==> src/hw/rtl/tmv_pkg.sv <==
// Shared types and constants for the Toeplitz matrix-vector multiplier.
package tmv_pkg;

    localparam int MAX_ROWS_DEF  = 32;
    localparam int MAX_COLS_DEF  = 32;
    localparam int WORD_BITS_DEF = 32;

    // Widest word the design supports; used to widen ports before trimming.
    localparam int MAX_WORD_BITS = 64;

    typedef enum logic [1:0] {
        OP_LOAD_DIAG = 2'd0,
        OP_LOAD_VEC  = 2'd1,
        OP_MULTIPLY  = 2'd2
    } t_op;

    typedef enum logic [1:0] {
        CFG_MODULUS   = 2'd0,
        CFG_ROW_COUNT = 2'd1,
        CFG_COL_COUNT = 2'd2
    } t_cfg_reg;

    typedef enum logic [2:0] {
        S_IDLE,
        S_LOAD_RED,
        S_MUL_READ,
        S_MUL_RED_GO,
        S_MUL_RED,
        S_MUL_MUL,
        S_ROW_OUT
    } t_state;

    // Status of the bit-serial modular multiplier.
    typedef struct packed {
        logic busy;
        logic done;
    } t_mm_status;

endpackage

==> src/hw/rtl/tmv_ram.sv <==
// Generic single-write, single-read RAM with registered read data.
module tmv_ram #(
    parameter  int WIDTH = 32,
    parameter  int DEPTH = 32,
    localparam int AW    = (DEPTH > 1) ? $clog2(DEPTH) : 1
) (
    input  logic             i_clk,
    input  logic             i_we,
    input  logic [AW-1:0]    i_waddr,
    input  logic [WIDTH-1:0] i_wdata,
    input  logic [AW-1:0]    i_raddr,
    output logic [WIDTH-1:0] o_rdata
);

    logic [WIDTH-1:0] r_mem [DEPTH];
    logic [WIDTH-1:0] r_rdata;

    always_ff @(posedge i_clk) begin
        if (i_we) begin
            r_mem[i_waddr] <= i_wdata;
        end
        r_rdata <= r_mem[i_raddr];
    end

    assign o_rdata = r_rdata;

endmodule

==> src/hw/rtl/tmv_modmul.sv <==
// Bit-serial modular multiplier: a*b mod n, one bit of b per cycle, MSB first.
module tmv_modmul #(
    parameter int WORD_BITS = tmv_pkg::WORD_BITS_DEF
) (
    input  logic                    i_clk,
    input  logic                    i_rst_n,
    input  logic                    i_start,
    input  logic [WORD_BITS-1:0]    i_a,
    input  logic [WORD_BITS-1:0]    i_b,
    input  logic [WORD_BITS-1:0]    i_n,
    output logic [WORD_BITS-1:0]    o_result,
    output tmv_pkg::t_mm_status     o_status
);

    localparam int W  = WORD_BITS;
    localparam int CW = $clog2(W + 1);

    logic [W-1:0]  r_a;
    logic [W-1:0]  r_b;
    logic [W-1:0]  r_acc;
    logic [CW-1:0] r_cnt;
    logic          r_busy;
    logic          r_done;

    logic [W+1:0]  sum;
    logic [W+1:0]  n1;
    logic [W+1:0]  n2;
    logic [W-1:0]  n_acc;

    // Doubling plus optional addend stays below 3n, so one of three
    // candidates (s, s-n, s-2n) is the reduced value.
    always_comb begin
        n1    = (W + 2)'(i_n);
        n2    = n1 << 1;
        sum   = ((W + 2)'(r_acc) << 1) + (r_b[W-1] ? (W + 2)'(r_a) : '0);
        if (sum >= n2) begin
            n_acc = W'(sum - n2);
        end else if (sum >= n1) begin
            n_acc = W'(sum - n1);
        end else begin
            n_acc = W'(sum);
        end
    end

    always_ff @(posedge i_clk) begin
        if (!i_rst_n) begin
            r_busy <= 1'b0;
            r_done <= 1'b0;
        end else begin
            r_done <= 1'b0;
            if (!r_busy && i_start) begin
                r_a    <= i_a;
                r_b    <= i_b;
                r_acc  <= '0;
                r_cnt  <= CW'(W);
                r_busy <= 1'b1;
            end else if (r_busy) begin
                r_acc <= n_acc;
                r_b   <= r_b << 1;
                r_cnt <= r_cnt - CW'(1);
                if (r_cnt == CW'(1)) begin
                    r_busy <= 1'b0;
                    r_done <= 1'b1;
                end
            end
        end
    end

    assign o_result        = r_acc;
    assign o_status.busy   = r_busy;
    assign o_status.done   = r_done;

endmodule

==> src/hw/rtl/toeplitz_matvec_mod_n.sv <==
// Top level: Toeplitz matrix times vector modulo N, bit-serial datapath.
//
//   Channel   Direction  Handshake            Payload
//   --------  ---------  -------------------  ----------------------------------
//   input     in         i_valid / o_stall    i_operation, i_index, i_value
//   result    out        o_valid / i_stall    o_row_index, o_product_value,
//                                             o_last_row
//   config    in         i_cfg_we             i_cfg_index, i_cfg_data
//
// A load beat reduces its word modulo N in the bit-serial multiplier, one bit
// per cycle, and then writes it to its store. In a multiply beat every
// multiply-accumulate first reduces the diagonal word and then multiplies it
// by the vector element, each pass through the one shared multiplier. Reset
// (synchronous, active low) returns the controller to idle, clears the result
// valid flag and sets N=2, rows=1, cols=1; the stores are not cleared. A stalled
// result sits in the output register; the block takes the next input beat once
// the last row of a multiply has been placed there.
module toeplitz_matvec_mod_n #(
    parameter int MAX_ROWS  = tmv_pkg::MAX_ROWS_DEF,
    parameter int MAX_COLS  = tmv_pkg::MAX_COLS_DEF,
    parameter int WORD_BITS = tmv_pkg::WORD_BITS_DEF
) (
    input  logic        i_clk,
    input  logic        i_rst_n,

    input  logic        i_valid,
    output logic        o_stall,
    input  logic [1:0]  i_operation,
    input  logic [5:0]  i_index,
    input  logic [31:0] i_value,

    output logic        o_valid,
    input  logic        i_stall,
    output logic [4:0]  o_row_index,
    output logic [31:0] o_product_value,
    output logic        o_last_row,

    input  logic        i_cfg_we,
    input  logic [1:0]  i_cfg_index,
    input  logic [31:0] i_cfg_data
);

    localparam int W          = WORD_BITS;
    localparam int EXT_BITS   = tmv_pkg::MAX_WORD_BITS;
    localparam int DIAG_DEPTH = MAX_ROWS + MAX_COLS - 1;
    localparam int DIAG_AW    = (DIAG_DEPTH > 1) ? $clog2(DIAG_DEPTH) : 1;
    localparam int VEC_AW     = (MAX_COLS > 1) ? $clog2(MAX_COLS) : 1;
    localparam int ROW_W      = (MAX_ROWS > 1) ? $clog2(MAX_ROWS) : 1;
    localparam int COL_W      = (MAX_COLS > 1) ? $clog2(MAX_COLS) : 1;

    // Configuration registers.
    logic [31:0] r_modulus;
    logic [5:0]  r_row_count;
    logic [5:0]  r_col_count;

    // Controller state and loop counters.
    tmv_pkg::t_state r_state;
    tmv_pkg::t_state n_state;
    logic [ROW_W-1:0]   r_row;
    logic [ROW_W-1:0]   r_row_last;
    logic [COL_W-1:0]   r_col;
    logic [COL_W-1:0]   r_col_last;
    logic [DIAG_AW-1:0] r_row_base;
    logic [DIAG_AW-1:0] r_daddr;
    logic [W-1:0]       r_sum;
    logic [W-1:0]       r_vec_word;
    logic               r_load_diag;
    logic [5:0]         r_load_addr;

    // Result register.
    logic        r_out_valid;
    logic [4:0]  r_out_row;
    logic [31:0] r_out_value;
    logic        r_out_last;

    // Word-width views of the modulus and the incoming value.
    logic [EXT_BITS-1:0] modulus_ext;
    logic [EXT_BITS-1:0] value_ext;
    logic [EXT_BITS-1:0] sum_ext;
    logic [W-1:0]        n_word;
    logic [W-1:0]        value_w;
    logic                n_small;

    // Effective run sizes from the count registers.
    logic [ROW_W-1:0]   rows_last;
    logic [COL_W-1:0]   cols_last;
    logic [DIAG_AW-1:0] diag_first;

    // Control strobes from the state machine.
    logic   accept_in;
    logic   mm_start;
    logic   run_start;
    logic   mac_done;
    logic   col_next;
    logic   row_next;
    logic   out_load;
    logic   out_free;
    logic   diag_we;
    logic   vec_we;
    logic [W-1:0] mm_a;
    logic [W-1:0] mm_b;

    // Multiplier and memories.
    logic [W-1:0]         mm_result;
    tmv_pkg::t_mm_status  mm_stat;
    logic [W-1:0]         diag_q;
    logic [W-1:0]         vec_q;
    logic [W-1:0]         store_word;
    logic [W:0]           acc_sum;
    logic [W-1:0]         acc_next;
    logic [W-1:0]         out_sum;

    assign modulus_ext = EXT_BITS'(r_modulus);
    assign value_ext   = EXT_BITS'(i_value);
    assign n_word      = modulus_ext[W-1:0];
    assign value_w     = value_ext[W-1:0];
    assign n_small     = (n_word < W'(2));

    // A count of zero means one; counts above the array size saturate.
    always_comb begin
        int rows_eff;
        int cols_eff;
        rows_eff = (r_row_count == 6'd0) ? 1 : int'(r_row_count);
        cols_eff = (r_col_count == 6'd0) ? 1 : int'(r_col_count);
        if (rows_eff > MAX_ROWS) begin
            rows_eff = MAX_ROWS;
        end
        if (cols_eff > MAX_COLS) begin
            cols_eff = MAX_COLS;
        end
        rows_last  = ROW_W'(rows_eff - 1);
        cols_last  = COL_W'(cols_eff - 1);
        diag_first = DIAG_AW'(cols_eff - 1);
    end

    // Running sum plus the fresh product, both already below N.
    assign acc_sum  = (W + 1)'(r_sum) + (W + 1)'(mm_result);
    assign acc_next = (acc_sum >= (W + 1)'(n_word)) ? W'(acc_sum - (W + 1)'(n_word))
                                                    : W'(acc_sum);

    // With N below two every stored word and every product is zero.
    assign store_word = n_small ? '0 : mm_result;
    assign out_sum    = n_small ? '0 : r_sum;
    assign sum_ext    = EXT_BITS'(out_sum);

    assign o_stall   = (r_state != tmv_pkg::S_IDLE);
    assign accept_in = i_valid && !o_stall;
    assign out_free  = !r_out_valid || !i_stall;

    always_ff @(posedge i_clk) begin
        if (!i_rst_n) begin
            r_state <= tmv_pkg::S_IDLE;
        end else begin
            r_state <= n_state;
        end
    end

    // Next state and control strobes.
    always_comb begin
        n_state   = r_state;
        mm_start  = 1'b0;
        mm_a      = W'(1);
        mm_b      = value_w;
        run_start = 1'b0;
        mac_done  = 1'b0;
        col_next  = 1'b0;
        row_next  = 1'b0;
        out_load  = 1'b0;
        diag_we   = 1'b0;
        vec_we    = 1'b0;
        unique case (r_state)
            tmv_pkg::S_IDLE: begin
                if (accept_in) begin
                    unique case (i_operation)
                        tmv_pkg::OP_LOAD_DIAG: begin
                            if (int'(i_index) < DIAG_DEPTH) begin
                                mm_start = 1'b1;
                                n_state  = tmv_pkg::S_LOAD_RED;
                            end
                        end
                        tmv_pkg::OP_LOAD_VEC: begin
                            if (int'(i_index) < MAX_COLS) begin
                                mm_start = 1'b1;
                                n_state  = tmv_pkg::S_LOAD_RED;
                            end
                        end
                        tmv_pkg::OP_MULTIPLY: begin
                            run_start = 1'b1;
                            n_state   = tmv_pkg::S_MUL_READ;
                        end
                        default: begin
                        end
                    endcase
                end
            end
            tmv_pkg::S_LOAD_RED: begin
                if (mm_stat.done) begin
                    diag_we = r_load_diag;
                    vec_we  = !r_load_diag;
                    n_state = tmv_pkg::S_IDLE;
                end
            end
            tmv_pkg::S_MUL_READ: begin
                n_state = tmv_pkg::S_MUL_RED_GO;
            end
            tmv_pkg::S_MUL_RED_GO: begin
                mm_start = 1'b1;
                mm_b     = diag_q;
                n_state  = tmv_pkg::S_MUL_RED;
            end
            tmv_pkg::S_MUL_RED: begin
                mm_a = mm_result;
                mm_b = r_vec_word;
                if (mm_stat.done) begin
                    mm_start = 1'b1;
                    n_state  = tmv_pkg::S_MUL_MUL;
                end
            end
            tmv_pkg::S_MUL_MUL: begin
                if (mm_stat.done) begin
                    mac_done = 1'b1;
                    if (r_col == r_col_last) begin
                        n_state = tmv_pkg::S_ROW_OUT;
                    end else begin
                        col_next = 1'b1;
                        n_state  = tmv_pkg::S_MUL_READ;
                    end
                end
            end
            tmv_pkg::S_ROW_OUT: begin
                if (out_free) begin
                    out_load = 1'b1;
                    if (r_row == r_row_last) begin
                        n_state = tmv_pkg::S_IDLE;
                    end else begin
                        row_next = 1'b1;
                        n_state  = tmv_pkg::S_MUL_READ;
                    end
                end
            end
            default: begin
                n_state = tmv_pkg::S_IDLE;
            end
        endcase
    end

    // Configuration writes; the user sends them only while idle (not enforced).
    always_ff @(posedge i_clk) begin
        if (!i_rst_n) begin
            r_modulus   <= 32'd2;
            r_row_count <= 6'd1;
            r_col_count <= 6'd1;
        end else if (i_cfg_we) begin
            unique case (i_cfg_index)
                tmv_pkg::CFG_MODULUS:   r_modulus   <= i_cfg_data;
                tmv_pkg::CFG_ROW_COUNT: r_row_count <= i_cfg_data[5:0];
                tmv_pkg::CFG_COL_COUNT: r_col_count <= i_cfg_data[5:0];
                default: begin
                end
            endcase
        end
    end

    // Loop counters, accumulator and load bookkeeping.
    always_ff @(posedge i_clk) begin
        if (accept_in) begin
            r_load_diag <= (i_operation == tmv_pkg::OP_LOAD_DIAG);
            r_load_addr <= i_index;
        end
        if (run_start) begin
            r_row      <= '0;
            r_col      <= '0;
            r_row_last <= rows_last;
            r_col_last <= cols_last;
            r_row_base <= diag_first;
            r_daddr    <= diag_first;
            r_sum      <= '0;
        end
        if (r_state == tmv_pkg::S_MUL_RED_GO) begin
            r_vec_word <= vec_q;
        end
        if (mac_done) begin
            r_sum <= acc_next;
        end
        if (col_next) begin
            r_col   <= r_col + COL_W'(1);
            r_daddr <= r_daddr - DIAG_AW'(1);
        end
        if (row_next) begin
            // Entry (i,j) is diagonal word cols-1+i-j, so each new row
            // starts one word further along.
            r_row      <= r_row + ROW_W'(1);
            r_col      <= '0;
            r_row_base <= r_row_base + DIAG_AW'(1);
            r_daddr    <= r_row_base + DIAG_AW'(1);
            r_sum      <= '0;
        end
    end

    // Result register: refilled when empty or when its beat is taken.
    always_ff @(posedge i_clk) begin
        if (!i_rst_n) begin
            r_out_valid <= 1'b0;
        end else if (out_load) begin
            r_out_valid <= 1'b1;
        end else if (!i_stall) begin
            r_out_valid <= 1'b0;
        end
    end

    always_ff @(posedge i_clk) begin
        if (out_load) begin
            r_out_row   <= 5'(r_row);
            r_out_value <= sum_ext[31:0];
            r_out_last  <= (r_row == r_row_last);
        end
    end

    assign o_valid         = r_out_valid;
    assign o_row_index     = r_out_row;
    assign o_product_value = r_out_value;
    assign o_last_row      = r_out_last;

    tmv_modmul #(
        .WORD_BITS (W)
    ) u_modmul (
        .i_clk    (i_clk),
        .i_rst_n  (i_rst_n),
        .i_start  (mm_start),
        .i_a      (mm_a),
        .i_b      (mm_b),
        .i_n      (n_word),
        .o_result (mm_result),
        .o_status (mm_stat)
    );

    tmv_ram #(
        .WIDTH (W),
        .DEPTH (DIAG_DEPTH)
    ) u_diag_ram (
        .i_clk   (i_clk),
        .i_we    (diag_we),
        .i_waddr (DIAG_AW'(r_load_addr)),
        .i_wdata (store_word),
        .i_raddr (r_daddr),
        .o_rdata (diag_q)
    );

    tmv_ram #(
        .WIDTH (W),
        .DEPTH (MAX_COLS)
    ) u_vec_ram (
        .i_clk   (i_clk),
        .i_we    (vec_we),
        .i_waddr (VEC_AW'(r_load_addr)),
        .i_wdata (store_word),
        .i_raddr (VEC_AW'(r_col)),
        .o_rdata (vec_q)
    );

    // The multiplier is never left running when the controller goes idle.
    a_idle_mm_quiet: assert property (@(posedge i_clk) disable iff (!i_rst_n)
        (r_state == tmv_pkg::S_IDLE) |-> !mm_stat.busy)
        else $error("multiplier busy while controller idle");

    // A finished pass only ever lands in a state that waits for it.
    a_done_expected: assert property (@(posedge i_clk) disable iff (!i_rst_n)
        mm_stat.done |-> (r_state == tmv_pkg::S_LOAD_RED ||
                          r_state == tmv_pkg::S_MUL_RED ||
                          r_state == tmv_pkg::S_MUL_MUL))
        else $error("multiplier done outside a waiting state");

    // In S_MUL_READ the diagonal address tracks cols-1+i-j.
    a_diag_addr: assert property (@(posedge i_clk) disable iff (!i_rst_n)
        (r_state == tmv_pkg::S_MUL_READ) |-> (r_daddr + DIAG_AW'(r_col) == r_row_base))
        else $error("diagonal address out of step with column counter");

    // Counters stay inside the run that was started.
    a_run_bounds: assert property (@(posedge i_clk) disable iff (!i_rst_n)
        (r_state == tmv_pkg::S_MUL_READ) |-> (r_col <= r_col_last && r_row <= r_row_last))
        else $error("row or column counter beyond the run");

endmodule
==> config.mk <==
export PLATFORM = sky130hd
export DESIGN_NAME = toeplitz_matvec_mod_n
export DESIGN_NICKNAME = d
export VERILOG_FILES = /design/src/hw/rtl/tmv_pkg.sv /design/src/hw/rtl/tmv_ram.sv /design/src/hw/rtl/tmv_modmul.sv /design/src/hw/rtl/toeplitz_matvec_mod_n.sv
export SDC_FILE = /design/constraint.sdc
export NUM_CORES = 2
export LEC_CHECK = 0
export ABC_CLOCK_PERIOD_IN_PS = 6000
export BUFFER_PORTS_ARGS = -buffer_cell sky130_fd_sc_hd__buf_4
export CAP_MARGIN = 20
export CELL_PAD_IN_SITES_DETAIL_PLACEMENT = 1
export CELL_PAD_IN_SITES_GLOBAL_PLACEMENT = 2
export CORE_MARGIN = 10
export CORE_UTILIZATION = 48
export CTS_CLUSTER_SIZE = 8
export DETAILED_ROUTE_END_ITERATION = 8
export PLACE_DENSITY = 0.88
export SLEW_MARGIN = 20
export SYNTH_ARGS = -nofsm -noshare
export SYNTH_HDL_FRONTEND = slang
export SYNTH_HIERARCHICAL = 1
export SYNTH_SLANG_ARGS = --single-unit
==> constraint.sdc <==
create_clock -name i_clk -period 6 [get_ports i_clk]
set_input_delay 0.9 -clock i_clk [delete_from_list [all_inputs] [get_ports i_clk]]
set_output_delay 0.9 -clock i_clk [all_outputs]
set_load 0.01 [all_outputs]
==> metrics.cfg <==
[layout]
final_util=0.554
multiInputGateArea_mm2=0.0381
layout_common_cells=3246 x edfxtp_1, 775 x mux2i_1, 541 x nand2_1
final_nets=9107
area_growth_pct=14.8
fillers=26300
regArea_mm2=0.101
layout_commonest_cell=edfxtp_1
final_cells=13000
drive_gt1_frac=0.181

[route]
wl_per_cell_um=37.0
num_vias=86700
ant_nets=0
initialDrtViolationCount=13100
drcViolationCount=0
vias_per_cell=6.68
first_pass_iters=7
wirelength_um=480000

[critical_path]
required_ps=6640
slowest_delay_ps=420
slowest_stage=edfxtp_1
cp.arrival_ps=6430
worstReg2RegStart=u_modmul/r_b[31]
startpoint_type=register
crit_path_max_fanout=29
setup.worst_path.start=u_modmul/r_b[31]
r2r-end=u_modmul/o_result[18]
r2r_cells=22
rrSetupSlack_ps=210
crit_end=u_modmul/o_result[18]
critPathCaptureType=register
crit_chain=buf_8, and2_1, ha_1, and4_1, and3_1, a32oi_2, nand4_1, a221o_1, a21oi_2, xnor2_2, ha_1, buf_4, and3_1, nand3_1, nor4_1, a211o_1, a211oi_2, o2111ai_2, and2_4, buf_4, mux2i_1, o22ai_1
crit_type=register to register

[logic_synthesis]
synth_area_mm2=0.140
yosysWarnings=6
syn_inst=8341
syn-num-nets=8592
avgSynthCellArea_um2=16.8

[sta]
worst_pin_slew_ps=1400
slew_violations=0
fin_skew_ps=155
min_period_ps=5790
max-slew-margin-rel=0.0599
finalSetupViolCount=0
fmax_mhz=173
grt_setup_unrepaired=false
period_share=0.965
finalHoldViolCount=0

[min_path]
min_path_type=input port to register

[floorplan]
coreArea_mm2=0.291
dieHeight_um=561
pin_count=119
row_count=198
dieArea_mm2=0.315
die_w_um=561
initial_core_util=0.482

[clock_network]
htreeDepth=5
cts_sinks=3397
clock-root-buffer=clkbuf_16
cts_buffers=466
worstSkewPairLatency_ps=1020
cts_tree=done
cts_buffer_depth=4
clk_pin_slew_ps=60
postCtsHoldBufs=0

[global_route]
met3_usage=0.0572
gr-usage-met1=0.359
use_met2=0.456
grt_max_degree=110
groute.usage.overall=0.283
grt_pass1_vias=89400
grt_first_pass_wirelength_um=657000
grt_overflow_total=0
top_usage_layer=met2
antenna_found_initial=44

[placed_design]
post-place-cells=12300
gp_congestion=0.926
numPortBuffers=118
hpwl_um=270000

[flow_run]
cap_violations=0

[power_and_ir_drop]
vdd_drop_max_uv=306
leakagePower_nw=52.8
power_density_mw_per_mm2=386

[run_status]
status=complete, no violations

==> report_power, final <==
| group | internal [mW] | switching (mW) |
|---|---|---|
| Clock | 14.1 | 10.3 |
| Combinational | 3.08 | 6.78 |
| Sequential | 27.6 | 0.230 |
==> final cells by class <==
cell class / instances / share of cell area
multi-input combinational: 4368 / 0.237
antenna: 64 / 0.000994
tap: 3900 / 0.0303
sequential: 3397 / 0.624
clock inverter: 28 / 0.00314
inverter: 138 / 0.00321
clock buffer: 596 / 0.0760
timing repair buffer: 485 / 0.0261
==> routing by layer <==
| metal | wire length, um | part of all wire | vias up |
|---|---|---|---|
| met3 | 50200 | 0.10 | 1474 |
| li1 | - | - | 34100 |
| met1 | 169000 | 0.35 | 44600 |
| met4 | 32600 | 0.068 | 22 |
| met5 | 161 | 0.00034 | - |
| met2 | 227000 | 0.47 | 6528 |
==> sequential cells by signal, summed over array words and instances (netlist names), 32 cells and up <==
name,count
u_modmul/r_a,32
r_vec_word,32
u_modmul/r_b,32
u_diag_ram/o_rdata,32
n_word,32
o_product_value,32
u_vec_ram/o_rdata,32
r_sum,32
u_vec_ram/r_mem,1024
u_modmul/o_result,32
u_diag_ram/r_mem,2016
==> how the worst min path moves through the flow <==
stage	from	endpoint	slack, ps	cells after the start
2_1_floorplan	u_vec_ram/o_rdata[0]	r_vec_word[0]	390	0
3_3_place_gp	u_vec_ram/o_rdata[13]	r_vec_word[13]	390	0
3_5_place_dp	u_vec_ram/o_rdata[6]	r_vec_word[6]	390	0
4_1_cts	i_index[1]	r_load_addr[1]	50	1
5_1_grt	i_index[0]	r_load_addr[0]	80	1
6_report	i_index[0]	r_load_addr[0]	90	1
==> through the flow <==
step / hold slack (ps) / power [mW] / worst slack (ps) / TNS, ps / cell area, um2
detailed placement: 391 / 37.6 / -60.6 / -253 / 148000
global route: 76.4 / 63.8 / 11.4 / 0 / 161000
CTS: 48.9 / 61.5 / 11.1 / 0 / 161000
global placement: 389 / 37.3 / 6.29 / 0 / 148000
finish: 92.5 / 62.1 / 210 / 0 / 161000
floorplan: 386 / 33.8 / 732 / 0 / 140000
==> critical path, delay by kind of cell, from the launching register on <==
family	cells	cell delay, ps
simple gates	8	1710
xor+xnor	1	160
fa+ha+maj	2	670
compound gates	7	1840
buf+inv	3	520
mux	1	170
flops	1	420
==> what timing repair did <==
| item | in CTS | in global routing |
|---|---|---|
| pin swaps | 2 | 2 |
| resized for setup | 5 | 28 |
| gates cloned | 1 | 0 |
| endpoints found under the setup margin | 14 | 61 |
| setup buffers | 1 | 8 |
No activity file was read; power rests on OpenSTA's default activity.
